===== src/hdl/drfl_ram.sv =====
`default_nettype none
// ----------------------------------------------------------------------------
// drfl_ram
// Generic simple dual-port RAM: one write port, one read port, registered read.
// ----------------------------------------------------------------------------
module drfl_ram #(
	parameter int WIDTH = 16,
	parameter int DEPTH = 256
) (
	input  wire logic                     clk,
	input  wire logic                     we,
	input  wire logic [$clog2(DEPTH)-1:0] waddr,
	input  wire logic [WIDTH-1:0]         wdata,
	input  wire logic                     re,
	input  wire logic [$clog2(DEPTH)-1:0] raddr,
	output logic      [WIDTH-1:0]         rdata
);

	logic [WIDTH-1:0] mem [DEPTH];

	always_ff @(posedge clk) begin
		if (we) begin
			mem[waddr] <= wdata;
		end
		if (re) begin
			rdata <= mem[raddr];
		end
	end

endmodule
`default_nettype wire


===== config.mk =====
export PLATFORM = sky130hd
export DESIGN_NAME = drfl_ram
export DESIGN_NICKNAME = d
export VERILOG_FILES = /design/src/hdl/drfl_ram.sv
export SDC_FILE = /design/constraint.sdc
export NUM_CORES = 2
export LEC_CHECK = 0
export ABC_CLOCK_PERIOD_IN_PS = 3490
export BUFFER_PORTS_ARGS = -buffer_cell sky130_fd_sc_hd__clkbuf_2
export CAP_MARGIN = 0
export CORE_UTILIZATION = 45
export CTS_CLUSTER_SIZE = 30
export DETAILED_ROUTE_END_ITERATION = 16
export GPL_TIMING_DRIVEN = 0
export RECOVER_POWER = 100
export SLEW_MARGIN = 20
export SYNTH_ARGS = -nofsm -noshare
export SYNTH_HDL_FRONTEND = slang
export SYNTH_SLANG_ARGS = --single-unit

===== constraint.sdc =====
create_clock -name clk -period 3.49 [get_ports clk]
set_input_delay 0.5235 -clock clk [delete_from_list [all_inputs] [get_ports clk]]
set_output_delay 0.5235 -clock clk [all_outputs]
set_load 0.02 [all_outputs]

==> impl_results.md <==
- Outcome: complete, but fails checks
- Failing checks: capacitance limit, slew limit, setup timing
- Antenna violations before repair: 45
- Overall die width: 596.2 um
- Post-Synth Adder-Cell Area: 0%
- Worst-path clk slew: 0.06 ns
- CTS tree: done
- Pin count of the biggest net entering global routing: 113
- Required @ worst endpoint: 4.19 ns
- Synthesized area: 0.1589 mm2
- Met3 wire length: 60760 um
- Flops & latches, synth: 4112
- Clock buffer count from CTS: 407
- Tmin final: 3.805 ns
- Crit Path Category: input port to register
- Total gr overflow: 0
- XOR/XNOR share of the synthesized area: 0%
- Drt via density: 6.407
- Clk Latency, worst-skew pair: 0.98 ns
- Hold slack: 0.1916 ns
- Largest family of logic cells by synthesized area: multiplexers
- CP startpoint kind: input port
- Hold Vio Cnt, Final: 0
- Ranking of synthesized cells by area: edfxtp_1 (78%), mux4_2 (11%), mux2i_1 (3.6%)
- CP bufs+invs: 5
- Crit-path cells: buf_4 -> buf_4 -> buf_4 -> buf_2 -> buf_2 -> mux4_2 -> a211oi_1 -> o21ai_0 -> nand3_1 -> nor4_4
- First-pass GRT wire length: 669600 um
- Routed wl met2: 222000 um
- Final wirelength: 494300 um
- Fmax: 0.2628 GHz
- CP Capture Type: register
- Via count: 83427
- Core box area: 0.3502 mm2
- Simple logic cell fraction of the synthesized area: 1.573%
- CTS sink cnt: 4112
- Final Max Slew Viols: 1566
- Syn nets: 7395
- Leak: 57.01 nW
- Setup Buffers After CTS: 0
- PnR worst setup slack: -0.3154 ns
- Die area: 0.3554 mm2
- Num rows: 217
- Critical Path Most Common Cell: buf_4
- HP Start: re
- Met1 wire length: 187700 um
- Initial Util: 45.36%
- Residual DRC: 0
- Synth Area in Compound Gates: 3.534%
- Data arrival, critical path: 4.51 ns
- HPWL Detailed: 341700 um
- Gate Count Post-Synth: 7360
- Post-synthesis mux area share: 15.48%
- PortBufs: 40
- Least-Margin Pin Slew: 4.338 ns
- Max layer used: met5
- MaxCap Viol Count: 33
- Die Y: 596.2 um
- Gpl congestion: 1.034
- Max clock buf depth: 4
- Post-synth top area share: 77.72%
- Sequential cell area fraction in the yosys report: 77.72%
- Area Growth Syn to Fin: 14.12%
- Overall global routing resource usage: 27.48%
- Library cells used by synthesis: 51
- Power Density: 571.9 mW/mm2
- Final std cells w/o fill: 13022
- Final period util: 109.0%
- Worst R2R Start: mem[23][2]
- Setup WS pre-CTS: -2.693 ns
- Post-synth top area cell: edfxtp_1
- Max transition margin: -189.2%
- I/O pins: 51
- Clock Root Buffer: clkbuf_16
- CP peak stage delay: 0.57 ns
- Share of cells above drive strength 1: 24.66%
- H-tree depth: 5
- Fin nets: 8092
- Family with the most delay on the worst path: buffers and inverters
- Worst path slowest cell: nor4_4
- Total number of yosys warnings: 0
- Hold crit path type: input port to register
- Initial drt markers: 12700
- Final setup skew: 0.05820 ns
- Placed insts: 12245
- Worst reg2reg setup slack: 0.59 ns
- Vias in the first global route: 80522
- Critical Path Source: raddr[1]
- Critical Path Fanout Max: 10
- First-pass DRT Iterations: 9
- Setup violators final: 109
- Drt wl/cell: 37.96 um
- Antenna viol nets, final: 0
- Peak supply drop: 386.4 uV
- Syn avg cell area: 21.59 um2
-- timing repair --
| item | CTS | global route |
|---|---|---|
| gates cloned | 0 | 0 |
| endpoints found under the hold margin | 38 | 0 |
| resized for setup | 219 | 33 |
| endpoints found under the setup margin | 16 | 16 |
| hold buffers | 2 | 0 |
-- power breakdown --
part	internal, mW	switching, mW	leakage [nW]
logic	1.88	4.32	13.8
registers	54.5	0.0285	37.0
clock network	24.0	18.9	6.27
-- synth_stat cells (all sizes together) --
cell	instances
a2111oi	6
a211oi	18
a21o	2
a21oi	175
a221oi	28
a22o	32
a22oi	43
a31oi	6
and2	2
and3	11
and4	2
buf	222
clkbuf	230
edfxtp	4112
inv	4
mux2	88
mux2i	565
mux4	797
nand2	38
nand2b	3
nand3	35
nand3b	1
nand4	26
nand4b	3
nor2	304
nor2b	9
nor3	92
nor3b	1
nor4	18
nor4bb	2
o21ai	38
o221ai	253
o22ai	148
o31ai	16
o32ai	21
or2	5
or3	2
or3b	1
or4b	1
-- layer usage --
layer | GRT usage (%) | up-vias
met1 | 38.13 | 44449
met4 | 11.55 | 13
met5 | 0 | -
met2 | 41.03 | 5284
li1 | - | 32788
met3 | 7.703 | 893
-- registers in the layout, summed over array words and instances, names as in the netlist --
name,cells
mem,4096
rdata,16
-- path summary, 6_finish.rpt --
kind / endpoint / depth (start not counted)
worst max register to register: rdata[2] / 5
worst min register to register: rdata[11] / 6
worst min-delay path: rdata[4] / 1
worst max-delay path: rdata[14] / 10
-- cell usage in the layout, fill, tap and decap left out, drive strengths merged, types with 35 or more instances in the layout --
master	n
edfxtp	4112
clkbuf	931
mux4	797
mux2i	565
nor2	304
buf	285
o221ai	253
clkinv	191
a21oi	175
o22ai	148
nor3	92
mux2	88
a22oi	43
nand2	38
o21ai	38
nand3	35
-- layout make-up --
cell class / count / area, um2
fillers: 27293 / 168900
inverters: 4 / 15.01
clock buffers: 493 / 10610
flip-flops and latches: 4112 / 123500
well taps: 4599 / 5754
plain buffers: 452 / 2917
repair buffers: 288 / 2232
multi-input cells: 2792 / 33960
diodes: 32 / 80.08
clock inverters: 250 / 2253
-- kinds of logic after synthesis --
group / after synthesis
flip-flops: 4112
AO/OA/AOI/OAI: 786
AND/OR/NAND/NOR: 556
buffers and inverters: 456
multiplexers: 1450
-- through the flow --
| stage | TNS, ns | power [mW] | util [%] | cell area (um2) |
|---|---|---|---|---|
| final | -7.477 | 103.7 | 51.76 | 181300 |
| after global routing | -0.003514 | 105.8 | 51.75 | 181200 |
| after CTS | -0.004178 | 103.9 | 52.45 | 183700 |
| after global placement | - | 61.50 | 47.06 | 164800 |
| after detailed placement | -223.71 | 61.52 | 48.50 | 169900 |
| after floorplan | 0 | 58.26 | - | 158900 |
(Power assumes the default switching activity.)
