**config.mk**
```make
export PLATFORM = sky130hd
export DESIGN_NAME = drfl_engine
export DESIGN_NICKNAME = d
export VERILOG_FILES = /design/src/hdl/drfl_pkg.sv /design/src/hdl/drfl_engine.sv
export SDC_FILE = /design/constraint.sdc
export NUM_CORES = 1
export LEC_CHECK = 0
export ABC_AREA = 1
export BUFFER_PORTS_ARGS = -buffer_cell sky130_fd_sc_hd__clkbuf_2
export CAP_MARGIN = 20
export CORE_UTILIZATION = 26
export DETAILED_ROUTE_END_ITERATION = 16
export GPL_TIMING_DRIVEN = 0
export PLACE_DENSITY_LB_ADDON = 0.1
export RECOVER_POWER = 25
export SLEW_MARGIN = 25
export SYNTH_ARGS = -nofsm -noshare
export SYNTH_HDL_FRONTEND = slang
export SYNTH_SLANG_ARGS = --single-unit
```
**constraint.sdc**
```tcl
create_clock -name clk -period 4.35 [get_ports clk]
set_input_delay 0 -clock clk [delete_from_list [all_inputs] [get_ports clk]]
set_output_delay 0 -clock clk [all_outputs]
set_load 0.01 [all_outputs]
```
**src/hdl/drfl_pkg.sv**
```systemverilog
`default_nettype none
// ----------------------------------------------------------------------------
// drfl_pkg
// Shared types and constants of the descriptor ring free list.
// ----------------------------------------------------------------------------
package drfl_pkg;

	localparam int RING_SIZE = 256;
	localparam int IDX_W     = $clog2(RING_SIZE);
	localparam int LINK_W    = 16;
	localparam int CNT_W     = IDX_W + 1;
	localparam int LG_W      = 4;
	localparam int CMD_W     = 3;

	localparam logic [LINK_W-1:0] LIST_END = 16'hffff;
	localparam logic [LG_W-1:0]   LG_RESET = 4'd8;
	localparam logic [LG_W-1:0]   LG_MAX   = LG_W'(IDX_W);

	localparam logic [CMD_W-1:0] CMD_INIT   = 3'd0;
	localparam logic [CMD_W-1:0] CMD_FREE   = 3'd1;
	localparam logic [CMD_W-1:0] CMD_ALLOC  = 3'd2;
	localparam logic [CMD_W-1:0] CMD_SUBMIT = 3'd3;
	localparam logic [CMD_W-1:0] CMD_READ   = 3'd4;

	typedef struct packed {
		logic [CMD_W-1:0] command;
		logic [IDX_W-1:0] entry_idx;
		logic [CNT_W-1:0] chain_length;
	} req_t;

	typedef struct packed {
		logic              status;
		logic [IDX_W-1:0]  chain_start;
		logic [CNT_W-1:0]  free_total;
		logic [LINK_W-1:0] avail_position;
		logic [LINK_W-1:0] read_link;
		logic              read_has_next;
		logic [LINK_W-1:0] read_ring_entry;
	} rsp_t;

	typedef struct packed {
		logic              re;
		logic [IDX_W-1:0]  raddr;
		logic              link_we;
		logic              flag_we;
		logic              avail_we;
		logic [IDX_W-1:0]  waddr;
		logic [LINK_W-1:0] link_wdata;
		logic              flag_wdata;
		logic [LINK_W-1:0] avail_wdata;
	} mem_req_t;

	typedef struct packed {
		logic [LINK_W-1:0] link;
		logic              flag;
		logic [LINK_W-1:0] avail;
	} mem_rsp_t;

endpackage
`default_nettype wire

```
**src/hdl/drfl_engine.sv**
```systemverilog
`default_nettype none
// ----------------------------------------------------------------------------
// drfl_engine
// Command sequencer: free list head, counters, table sweeps and chain pops.
// ----------------------------------------------------------------------------
module drfl_engine (
	input  wire logic                           clk,
	input  wire logic                           arst_n,
	input  wire logic                           start,
	input  wire drfl_pkg::req_t                 req,
	input  wire logic [drfl_pkg::LG_W-1:0]      ring_lg,
	input  wire drfl_pkg::mem_rsp_t             mrsp,
	output drfl_pkg::mem_req_t                  mreq,
	output logic                                busy,
	output logic                                done,
	output drfl_pkg::rsp_t                      rsp
);

	typedef enum logic [5:0] {
		ST_CLEAR  = 6'b000001,
		ST_IDLE   = 6'b000010,
		ST_INIT   = 6'b000100,
		ST_POP_RD = 6'b001000,
		ST_POP_WR = 6'b010000,
		ST_READ   = 6'b100000
	} state_t;

	state_t                          state_q, state_d;
	logic [drfl_pkg::IDX_W-1:0]      sweep_q, sweep_d;
	logic [drfl_pkg::LINK_W-1:0]     head_q, head_d;
	logic [drfl_pkg::CNT_W-1:0]      count_q, count_d;
	logic [drfl_pkg::LINK_W-1:0]     avail_q, avail_d;
	logic [drfl_pkg::CNT_W-1:0]      remain_q, remain_d;
	logic [drfl_pkg::IDX_W-1:0]      last_q, last_d;
	logic                            first_q, first_d;
	logic                            done_q, done_d;
	drfl_pkg::rsp_t                  res_q, res_d;

	logic [drfl_pkg::LG_W-1:0]       lg_eff;
	logic [drfl_pkg::CNT_W-1:0]      n;
	logic [drfl_pkg::IDX_W-1:0]      mask;
	logic [drfl_pkg::IDX_W-1:0]      didx_m;
	logic                            stat;
	logic [drfl_pkg::IDX_W-1:0]      start_idx;
	logic [drfl_pkg::LINK_W-1:0]     r_link;
	logic                            r_flag;
	logic [drfl_pkg::LINK_W-1:0]     r_ring;

	always_comb begin
		if (ring_lg == '0) begin
			lg_eff = drfl_pkg::LG_W'(1);
		end else if (ring_lg > drfl_pkg::LG_MAX) begin
			lg_eff = drfl_pkg::LG_MAX;
		end else begin
			lg_eff = ring_lg;
		end
	end

	assign n      = drfl_pkg::CNT_W'(1) << lg_eff;
	assign mask   = drfl_pkg::IDX_W'(n - 1'b1);
	assign didx_m = req.entry_idx & mask;

	always_comb begin
		state_d   = state_q;
		sweep_d   = sweep_q;
		head_d    = head_q;
		count_d   = count_q;
		avail_d   = avail_q;
		remain_d  = remain_q;
		last_d    = last_q;
		first_d   = first_q;
		done_d    = 1'b0;
		mreq      = '0;
		stat      = 1'b0;
		start_idx = '0;
		r_link    = '0;
		r_flag    = 1'b0;
		r_ring    = '0;

		case (state_q)
			ST_CLEAR: begin
				mreq.flag_we = 1'b1;
				mreq.waddr   = sweep_q;
				sweep_d      = sweep_q + 1'b1;
				if (sweep_q == '1) begin
					state_d = ST_IDLE;
				end
			end
			ST_IDLE: begin
				if (start) begin
					case (req.command)
						drfl_pkg::CMD_INIT: begin
							sweep_d = '0;
							state_d = ST_INIT;
						end
						drfl_pkg::CMD_FREE: begin
							mreq.link_we    = 1'b1;
							mreq.waddr      = didx_m;
							mreq.link_wdata = head_q;
							head_d          = drfl_pkg::LINK_W'(didx_m);
							if (count_q < n) begin
								count_d = count_q + 1'b1;
							end
							done_d = 1'b1;
						end
						drfl_pkg::CMD_ALLOC: begin
							if (req.chain_length == '0 || count_q < req.chain_length) begin
								stat   = 1'b1;
								done_d = 1'b1;
							end else begin
								remain_d = req.chain_length;
								first_d  = 1'b1;
								state_d  = ST_POP_RD;
							end
						end
						drfl_pkg::CMD_SUBMIT: begin
							mreq.avail_we    = 1'b1;
							mreq.waddr       = avail_q[drfl_pkg::IDX_W-1:0] & mask;
							mreq.avail_wdata = drfl_pkg::LINK_W'(didx_m);
							avail_d          = avail_q + 1'b1;
							done_d           = 1'b1;
						end
						drfl_pkg::CMD_READ: begin
							mreq.re    = 1'b1;
							mreq.raddr = didx_m;
							state_d    = ST_READ;
						end
						default: begin
							done_d = 1'b1;
						end
					endcase
				end
			end
			ST_INIT: begin
				mreq.link_we  = 1'b1;
				mreq.flag_we  = 1'b1;
				mreq.avail_we = 1'b1;
				mreq.waddr    = sweep_q;
				if (sweep_q == '0) begin
					mreq.link_wdata = drfl_pkg::LIST_END;
				end else if (drfl_pkg::CNT_W'(sweep_q) < n) begin
					mreq.link_wdata = drfl_pkg::LINK_W'(sweep_q - 1'b1);
				end
				sweep_d = sweep_q + 1'b1;
				if (sweep_q == '1) begin
					head_d  = drfl_pkg::LINK_W'(n - 1'b1);
					count_d = n;
					avail_d = '0;
					done_d  = 1'b1;
					state_d = ST_IDLE;
				end
			end
			ST_POP_RD: begin
				if (head_q >= drfl_pkg::LINK_W'(n)) begin
					stat    = 1'b1;
					done_d  = 1'b1;
					state_d = ST_IDLE;
				end else begin
					mreq.re    = 1'b1;
					mreq.raddr = head_q[drfl_pkg::IDX_W-1:0];
					state_d    = ST_POP_WR;
				end
			end
			ST_POP_WR: begin
				mreq.link_we    = 1'b1;
				mreq.flag_we    = 1'b1;
				mreq.waddr      = head_q[drfl_pkg::IDX_W-1:0];
				mreq.link_wdata = first_q ? '0 : drfl_pkg::LINK_W'(last_q);
				mreq.flag_wdata = !first_q;
				head_d          = mrsp.link;
				count_d         = count_q - 1'b1;
				last_d          = head_q[drfl_pkg::IDX_W-1:0];
				first_d         = 1'b0;
				remain_d        = remain_q - 1'b1;
				if (remain_q == drfl_pkg::CNT_W'(1)) begin
					start_idx = head_q[drfl_pkg::IDX_W-1:0];
					done_d    = 1'b1;
					state_d   = ST_IDLE;
				end else begin
					state_d = ST_POP_RD;
				end
			end
			ST_READ: begin
				r_link  = mrsp.link;
				r_flag  = mrsp.flag;
				r_ring  = mrsp.avail;
				done_d  = 1'b1;
				state_d = ST_IDLE;
			end
			default: begin
				state_d = ST_IDLE;
			end
		endcase

		res_d = res_q;
		if (done_d) begin
			res_d.status          = stat;
			res_d.chain_start     = start_idx;
			res_d.free_total      = count_d;
			res_d.avail_position  = avail_d;
			res_d.read_link       = r_link;
			res_d.read_has_next   = r_flag;
			res_d.read_ring_entry = r_ring;
		end
	end

	always_ff @(posedge clk or negedge arst_n) begin
		if (!arst_n) begin
			state_q  <= ST_CLEAR;
			sweep_q  <= '0;
			head_q   <= drfl_pkg::LIST_END;
			count_q  <= '0;
			avail_q  <= '0;
			remain_q <= '0;
			first_q  <= 1'b0;
			done_q   <= 1'b0;
		end else begin
			state_q  <= state_d;
			sweep_q  <= sweep_d;
			head_q   <= head_d;
			count_q  <= count_d;
			avail_q  <= avail_d;
			remain_q <= remain_d;
			first_q  <= first_d;
			done_q   <= done_d;
		end
	end

	always_ff @(posedge clk) begin
		last_q <= last_d;
		res_q  <= res_d;
	end

	assign busy = (state_q != ST_IDLE);
	assign done = done_q;
	assign rsp  = res_q;

endmodule
`default_nettype wire

```
==> impl_results.md, run 1 <==
- Final HPWL DP: 23000 um
- Worst-path clk slew: about 0.07 ns
- Die Y: about 180 um
- Met2 wire length: approximately 13000 um
- Sequential power share: a little over a third
- Clock Sink Count: between 100 and 150
- Hold Slack: 0.0104 ns
- GRT Overall Usage: roughly a fifth
- Setup Fix Bufs, Post-CTS: 0
- Final Slew Violations: 0
- CTS Buf Count: 17
- Die width: between 150 and 200 um
- Avg Cell Area, Syn: about 8 sq um
- Setup violators final: 0
- Ratio of cells with drive above 1 in the final layout: roughly a fifth
- Max Freq: roughly 320 MHz
- Worst-Skew Late Latency: approximately 0.43 ns
- Initial antenna violation count: 2
- Slew @ Worst Pin: between 0.7 and 0.8 ns
- Worst path slowest cell: dfstp_1
- Avg WL per Cell: between 15 and 20 um
- Switch share: 42.7%
- Hold buffer count at CTS: 39
- Area growth from synthesis to layout: 28.7%
- # DRC: 0
- GPL Wtd Cong: ~0.86
- H-Tree Depth: 4
- Worst Skew: 0.0174 ns
- Combinational share of power: 38.3%
- Hold WC Path Type: primary input to flop
- Leakage: 4.97 nW
- Max incr delay on CP: 0.67 ns
- NetSw: about 2.5 mW
- Root Buffer Master: clkbuf_16
- Met3 wire length: approximately 1700 um
- Crit path time final: approximately 3.1 ns
- # fillers: around 3400
- CTS max path bufs: 2
- CTS tree: yes
- Vias in the first global route: 7631
- I/O pins: approximately 180
- Max cap viols: 0
- Port Buffers: around 170
- Post-CTS resize count: 0
- CP startpoint kind: flop
- Top Metal Used: met5
- #FFs+latches synth: 141
- Detailed Routing Iterations Pass 1: 6
- Clock share of power: about a quarter
- Max FO, Critical Path: 12
- CP Class: flop to flop
- RSZ-0062 raised after global routing: no
- Core area: about 0.032 sq mm
- Status: finished clean
- 1st-iter DRT viols: 445
- Vias: approximately 8000
- Grt total ovfl: 0
- Post-route cell area: 0.0108 sq mm
- Area after DPL: between 0.009 and 0.01 sq mm
- Starting density of the core: between 20% and 30%
- P per Cell Area: between 500 and 600 mW/mm^2
- Arrival time worst endpoint: roughly 3.3 ns
- Synth Warn #: 0
- VDD IR-drop max: approximately 280 uV
- Final Hold Vio Count: 0
- DR vias/cell: ~4.7
- Multi-input logic area: ~0.0037 sq mm
- Distinct cell type count after synthesis: 50
- First-pass GRT wire length: ~46000 um
- Worst Setup End Kind: flop
- Buf/Inv on CP: 4
- Largest net degree at the start of global routing: 67
- Seq/Total Area, Yosys: about 47%
- Fin nets: around 1400
- Die area: approximately 0.033 sq mm
- Drt total wl: a little over 30000 um
- Cell Int Power: around 3.4 mW
- Synthesized cell area: about 0.0084 sq mm
- CP required: roughly 4.5 ns
- M1 wire length: roughly 15000 um
- Synth Instances: roughly 1000
- # rows: 65
- Largest delay share family, worst path: simple AND/OR/NAND/NOR gates
- Crit-path cells: ha_1, nand2_1, inv_1, nand2_1, nand2_1, nand2_1, nand2_1, nand2_1, nand3_1, nand2_1, nand4_1, buf_6, buf_6, buf_6
- Final ANT Viol Nets: 0
- Fin Setup TNS: 0 ns
- Max-slew headroom: between 50 and 60%
- Reg area: between 0.003 and 0.004 sq mm
- CP dominant cell by count: nand2_1
- Tcrit/Tclk final: 71.5%
metal layers:
layer  up-vias  global-route usage [%]
met5         -                       0
met4         2                    4.92
met3        24                    3.71
met2       254                    29.6
met1      3681                    25.8
li1       3898                       -
registers in the layout, summed over array words and instances (netlist names):
register,flops
count_q,9
sweep_q,8
first_q,1
last_q,8
rsp,67
remain_q,9
state_q,6
head_q,16
done,1
avail_q,16
placed cells by master, fill, tap and decap left out, types with 3 or more instances in the layout:
cell and count:
a31oi_1 3, inv_6 6, nor2_1 122, inv_1 164, dfstp_1 8, o21ai_1 12
o2111ai_1 7, buf_2 15, nand3_1 73, nor2_4 4, conb_1 10, edfxtp_1 75
dfrtp_1 49, clkinv_1 3, o22ai_1 25, o21ai_0 52, buf_6 7, nor4_1 3
o211ai_1 10, buf_4 11, dfstp_2 9, a21oi_1 47, xor2_1 14, nor3_1 21
nand2_2 7, ha_1 40, nand4_1 22, clkbuf_1 28, clkbuf_16 17, a22oi_1 7
clkinv_4 3, nand2_1 174, nand3b_1 3, clkbuf_2 147, inv_2 6, nor2_2 5
dlygate4sd3_1 39
final cells by class:
class,instances,share of cell area (%)
Sequential cell,141,36.3
Multi-Input combinational cell,681,33.9
Timing Repair Buffer,218,12.0
Inverter,173,6.03
Tap cell,402,4.65
Clock buffer,17,3.94
Buffer,32,1.74
Clock inverter,15,1.39
Antenna cell,1,0.0231
power groups by stage:
stage	Clock (mW)	Sequential (mW)	Combinational, mW
after floorplan	0	2.14	1.39
after global placement	0	2.20	2.18
after detailed placement	0	2.16	2.23
after CTS	1.54	2.14	2.27
after global routing	1.59	2.17	2.54
final	1.50	2.13	2.25
metrics by stage:
step / cells / total power, mW / util (%) / worst slack [ns]
finish: 1680 / 5.88 / 34.2 / 1.24
global route: 1679 / 6.30 / 34.2 / 0.942
CTS: 1679 / 5.95 / 34.3 / 1.22
detailed placement: 1608 / 4.39 / 31.2 / 0.767
global placement: 1602 / 4.37 / 31.0 / -2.34
floorplan: 1027 / 3.53 / - / 0.186
worst min-delay path: stages:
cell      delay (ns)
clkbuf_2        0.08
inv_1           0.10
o21ai_0         0.10
inv_1           0.05
o21ai_0         0.06
synth_stat cells, drive strengths merged:
master / n / share of area, %
a22o: 1 / 0.10
o2111ai: 7 / 0.73
nor2: 131 / 6.4
o211ai: 10 / 0.89
o31ai: 2 / 0.18
a31oi: 3 / 0.22
edfxtp: 75 / 27
o311ai: 1 / 0.10
o221ai: 1 / 0.10
a221oi: 1 / 0.10
dfstp: 17 / 5.3
xnor2: 1 / 0.10
a21o: 2 / 0.18
nor3b: 1 / 0.089
clkinv: 2 / 0.089
nand3: 74 / 4.6
nor3: 22 / 1.4
inv: 171 / 7.7
conb: 2 / 0.089
buf: 29 / 2.1
dfrtp: 49 / 15
or2: 2 / 0.15
nand4: 23 / 1.9
nand3b: 3 / 0.27
o22ai: 25 / 1.9
o21ai: 65 / 3.9
and2: 1 / 0.075
a22oi: 7 / 0.63
a21oi: 48 / 3.0
xor2: 14 / 1.5
ha: 40 / 6.0
nand2: 181 / 8.3
clkbuf: 3 / 0.13
a211oi: 1 / 0.089
nor4: 4 / 0.48
worst paths after layout:
check	startpoint	endpoint	slack [ns]	depth (start not counted)
worst max-delay path	head_q[3]	rsp[61]	1.24	14
worst min-delay path	req[8]	remain_q[8]	0.01	5
worst max register to register	head_q[3]	rsp[61]	1.24	14
worst min register to register	head_q[15]	head_q[15]	0.50	2
max in group asynchronous	arst_n	avail_q[2]	3.77	2
min in group asynchronous	arst_n	remain_q[1]	0.15	2
kinds of logic after synthesis:
group                    count (synthesis)  share of synthesized area, %
AND/OR/NAND/NOR                        442                          23.5
buffers and inverters                  205                          10.0
AO/OA/AOI/OAI                          174                          12.1
flip-flops                             141                          46.7
adder cells (fa/ha/maj)                 40                          5.96
XOR/XNOR                                15                          1.56
other                                    2                        0.0894
No activity file was read; power rests on OpenSTA's default activity.
==> run 2: changes to the inputs <==
==> constraint.sdc (replaced) <==
create_clock -name clk -period 2.68 [get_ports clk]
set_input_delay 0 -clock clk [delete_from_list [all_inputs] [get_ports clk]]
set_output_delay 0 -clock clk [all_outputs]
set_load 0.01 [all_outputs]
==> impl_results.md, run 2 (same netlist as run 1, synthesis figures left out) <==
- Worst Skew: between 0.01 and 0.015 ns
- Setup violators final: 0
- Pre-CTS WS: -0.387 ns
- Largest net degree at the start of global routing: 43
- Worst path slowest cell: dfrtp_1
- Fin nets: between 1000 and 1500
- Max FFs per register: 67
- VDD IR-drop max: between 400 and 500 uV
- Multi-input logic area: ~0.0037 sq mm
- Final ANT Viol Nets: 0
- Vias: roughly 8000
- Starting density of the core: between 20% and 30%
- Most frequent cells in the layout: 172 x nand2_1, 163 x inv_1, 147 x clkbuf_2, 120 x nor2_1, 75 x edfxtp_1
- Final Slew Violations: 25
- Met3 wire length: ~1400 um
- Area growth from synthesis to layout: 31.2%
- Ratio of cells with drive above 1 in the final layout: 21.9%
- Max Freq: 396 MHz
- # rows: between 60 and 70
- H-Tree Depth: 4
- Largest delay share family, worst path: simple AND/OR/NAND/NOR gates
- CTS tree: yes
- Initial antenna violation count: 0
- Clock Sink Count: between 100 and 150
- Status: complete, but fails checks
- Core area: around 0.032 sq mm
- Worst-Skew Late Latency: 0.43 ns
- P per Cell Area: a little under 900 mW/mm^2
- M1 wire length: 14700 um
- Max-slew headroom: -2.30%
- Final HPWL DP: between 20000 and 25000 um
- # fillers: around 3400
- Hold WC Path Type: primary input to flop
- Die area: approximately 0.033 sq mm
- # DRC: 0
- Max incr delay on CP: around 0.48 ns
- Grt total ovfl: 0
- Core Util, Final: 34.8%
- Placed cells: approximately 1600
- First-pass GRT wire length: approximately 46000 um
- CTS max path bufs: 2
- N_diodes: 0
- Area after DPL: ~0.01 sq mm
- Critical Path Source: state_q[1]
- Met2 wire length: 13700 um
- CTS Buf Count: 17
- Final Hold Vio Count: 0
- CP dominant cell by count: nor2_4
- Buf/Inv on CP: 5
- Crit path time final: 2.53 ns
- CP Class: flop to output pin
- Die Y: approximately 180 um
- Count of non-filler cells in the finished layout: 1693
- Port Buffers: 173
- Hold depth: 5
- Hold Startpoint: req[8]
- Drt total wl: roughly 30000 um
- Max cap viols: 1
- I/O pins: around 180
- Root Buffer Master: clkbuf_16
- Die width: 182 um
- Crit-path cells: nor2_4, nand2_2, nor2_4, inv_4, buf_4, nor4_4, inv_2, buf_2, o2111ai_1, clkbuf_2
- Detailed Routing Iterations Pass 1: 5
- Max FO, Critical Path: 10
- Reg2reg start: sweep_q[0]
- Arrival time worst endpoint: approximately 2.5 ns
- Power Total: approximately 9.7 mW
- Leakage: a little over 5 nW
- DR vias/cell: between 4 and 5
- Vias in the first global route: about 7700
- CP startpoint kind: flop
- Failing checks: capacitance limit, slew limit
- Slew @ Worst Pin: 1.53 ns
- Final worst slack: 0.153 ns
- GRT Overall Usage: 18.5%
- Cell depth of the worst flop-to-flop path: 10
- Worst-path clk slew: around 0.07 ns
- Reg area: a little under 0.004 sq mm
- Instance count on the critical path: 10
- Commonest non-fill, non-tap cell in the layout: nand2_1
- 1st-iter DRT viols: 490
- Worst Setup End Kind: output pin
- Avg WL per Cell: 17.8 um
- Tcrit/Tclk final: 94.3%
- CP required: roughly 2.7 ns
- GPL Wtd Cong: roughly 0.85
- Top Metal Used: met4
- RSZ-0062 raised after global routing: no
- Post-route cell area: 0.0110 sq mm
## run 2: worst reg2reg max path: cells and delay by family (launching register included)
| family | cells | cell delay [ns] |
|---|---|---|
| simple gates | 5 | 0.86 |
| fa+ha+maj | 1 | 0.26 |
| flops | 1 | 0.49 |
| buf+inv | 4 | 0.61 |
## run 2: metal layers
layer	vias to the layer above	GRT usage, %
met5	-	0
met4	0	4.31
met2	222	29.8
met1	3747	25.9
li1	3918	-
met3	18	3.05
## run 2: worst paths after layout
| path | to | slack, ns |
|---|---|---|
| setup / recovery | mreq[19] | 0.15 |
| hold / removal | remain_q[8] | 0.02 |
| setup reg to reg | rsp[41] | 0.17 |
| hold reg to reg | head_q[10] | 0.51 |
| max in group asynchronous | head_q[5] | 1.21 |
| min in group asynchronous | avail_q[12] | 0.48 |
## run 2: per-stage QoR
step                hold slack [ns]  TNS, ns
finish                       0.0250        0
CTS                          0.0202        0
global placement              0.253  -281.49
global route                 0.0514        0
detailed placement          -0.0163   -14.30
floorplan                    -0.296   -98.38
## run 2: layout make-up
cell class | count | area share (%)
Sequential cell | 141 | 35.6
Timing Repair Buffer | 232 | 13.0
Buffer | 32 | 1.73
Clock buffer | 17 | 3.86
Inverter | 173 | 5.95
Tap cell | 402 | 4.57
Multi-Input combinational cell | 681 | 33.9
Clock inverter | 15 | 1.32
## run 2: repair_timing
item                       CTS  global route
hold endpoints to repair    97             0
hold buffers                39             0
buffers inserted             2            10
setup endpoints to repair    2            65
resized for setup            0             7
pin swaps                    0             2
## run 2: power by group
| part | switching [mW] | total, mW | leakage (nW) | internal, mW |
|---|---|---|---|---|
| clock | 1.14 | 2.38 | 0.285 | 1.24 |
| combinational | 2.48 | 3.79 | 3.24 | 1.31 |
| sequential | 0.523 | 3.48 | 1.52 | 2.96 |
| total | 4.14 | 9.65 | 5.05 | 5.51 |
==> run 3: changes to the inputs <==
==> constraint.sdc (replaced) <==
create_clock -name clk -period 2.68 [get_ports clk]
set_input_delay 0.134 -clock clk [delete_from_list [all_inputs] [get_ports clk]]
set_output_delay 0.134 -clock clk [all_outputs]
set_load 0.01 [all_outputs]
==> impl_results.md, run 3 (same netlist as run 1, synthesis figures left out) <==
- Status: complete, but fails checks
- Failing checks: capacitance limit, slew limit
- Setup violators final: 0
- Ratio of cells with drive above 1 in the final layout: between 20 and 25%
- Largest delay share family, worst path: simple AND/OR/NAND/NOR gates
- P per Cell Area: between 800 and 900 mW/mm^2
- DR vias/cell: around 4.7
- Final Slew Violations: 67
- Leakage: between 4 and 5 nW
- Most frequent cells in the layout: 171 x nand2_1, 161 x inv_1, 149 x clkbuf_2, 116 x nor2_1, 75 x edfxtp_1
- H-Tree Depth: 4
- Clock Sink Count: between 100 and 150
- Max cap viols: 1
- Final HPWL DP: 23000 um
- Reg area: roughly 0.004 sq mm
- 1st-iter DRT viols: 526
- RSZ-0062 raised after global routing: yes
- Worst Skew: approximately 0.014 ns
- CTS tree: yes
- Largest net degree at the start of global routing: 67
- Multi-input logic area: 0.00374 sq mm
- Fin Setup TNS: 0 ns
- Max incr delay on CP: around 0.42 ns
- Final ANT Viol Nets: 0
- Power Total: a little under 10 mW
- Final Hold Vio Count: 0
- Port Buffers: approximately 170
- VDD IR-drop max: 494 uV
- I/O pins: 182
- Max Freq: 389 MHz
- CP Class: flop to output pin
- Starting density of the core: a little over a quarter
- GRT Overall Usage: 18.3%
- Die Y: roughly 180 um
- WHS Endpoint: rsp[12]
- Slew @ Worst Pin: between 1.5 and 2 ns
- N_diodes: 0
- Arrival time worst endpoint: 2.44 ns
- Max FO, Critical Path: 10
- Avg WL per Cell: 17.9 um
- Area growth from synthesis to layout: 28.6%
- # DRC: 0
- R2R Setup Slk: 0.26 ns
- Detailed Routing Iterations Pass 1: 5
- Root Buffer Master: clkbuf_16
- Buf/Inv on CP: 3
- Hold WC Path Type: primary input to flop
- Hold depth: 3
- Max-slew headroom: -23.8%
- Worst-path clk slew: roughly 0.070 ns
- Worst path slowest cell: dfrtp_1
- Tcrit/Tclk final: between 90 and 100%
- Drt total wl: around 30000 um
- Vias: between 7000 and 8000
- First-pass GRT wire length: approximately 45000 um
- CP startpoint kind: flop
- Grt total ovfl: 0
- Cell depth of the worst flop-to-flop path: 8
- # rows: 65
- Fin nets: approximately 1400
- Initial antenna violation count: 1
- R2R Path End: rsp[3]
- Crit path time final: between 2 and 3 ns
- Vias in the first global route: between 7000 and 8000
- Die width: ~180 um
- Crit-path cells: nor2_4, nand4_4, nor2_2, inv_1, buf_2, o211ai_1, clkbuf_2
- GPL Wtd Cong: around 0.84
- Reg2reg start: state_q[1]
- Worst-Skew Late Latency: approximately 0.43 ns
- CTS Buf Count: 17
- Max FFs per register: 67
- Hold Startpoint: mrsp[12]
- Die area: between 0.03 and 0.04 sq mm
- Worst Setup End Kind: output pin
- Commonest non-fill, non-tap cell in the layout: nand2_1
- Core area: 0.0316 sq mm
- CTS max path bufs: 2
- CP required: between 2 and 3 ns
- # fillers: between 3000 and 4000
run 3: stage by stage:
stage | instance area, sq um | util, % | hold slack (ns) | setup slack (ns) | cells
2_1_floorplan | 8490 | - | -0.162 | -1.46 | 1027
3_3_place_gp | 9860 | 31.2 | 0.383 | -4.08 | 1602
3_5_place_dp | 9950 | 31.5 | 0.197 | -0.420 | 1609
4_1_cts | 10800 | 34.2 | 0.00193 | 0.0134 | 1668
5_1_grt | 10800 | 34.1 | 0.00908 | -0.0111 | 1669
6_report | 10800 | 34.1 | 0.0150 | 0.108 | 1669
run 3: worst min-delay path, delay by kind of cell:
family | cells | cell delay, ns
buffers and inverters | 2 | 0.10
and+or+nand+nor | 1 | 0.09
run 3: timing repair:
| action | CTS | global route |
|---|---|---|
| setup buffers | 3 | 1 |
| setup endpoints to repair | 68 | 17 |
| hold buffers | 24 | 0 |
| gates resized for setup | 5 | 10 |
| hold endpoints to repair | 72 | 0 |
| pin swaps | 2 | 1 |
run 3: per-layer routing:
layer  up-vias  routed length [um]  track usage, %
li1       3871                   -               -
met1      3676               14500            26.2
met2       225               13600            28.8
met3        15                1570            3.29
met4         0                 224            3.56
met5         -                   0               0
run 3: cell type report:
type                    count  area share [%]
clock buffers              17            3.94
well taps                 402            4.66
multi-input cells         681            34.6
flip-flops and latches    141            36.4
clock inverters            15            1.51
repair buffers            208            11.0
inverters                 173            6.07
plain buffers              32            1.80
run 3: worst max path at each step:
stage | from | end | slack [ns] | depth (start not counted)
2_1_floorplan | head_q[7] | rsp[0] | -1.46 | 8
3_3_place_gp | ring_lg[3] | rsp[3] | -4.08 | 16
3_5_place_dp | ring_lg[3] | rsp[3] | -0.42 | 18
4_1_cts | state_q[1] | mreq[19] | 0.01 | 10
5_1_grt | state_q[3] | mreq[51] | -0.01 | 8
6_report | state_q[3] | mreq[39] | 0.11 | 7
run 3: report_power, final:
group / leakage [nW] / internal [mW] / switching [mW]
sequential: 1.52 / 2.96 / 0.520
clock: 0.286 / 1.33 / 1.15
combinational: 3.14 / 1.24 / 2.46
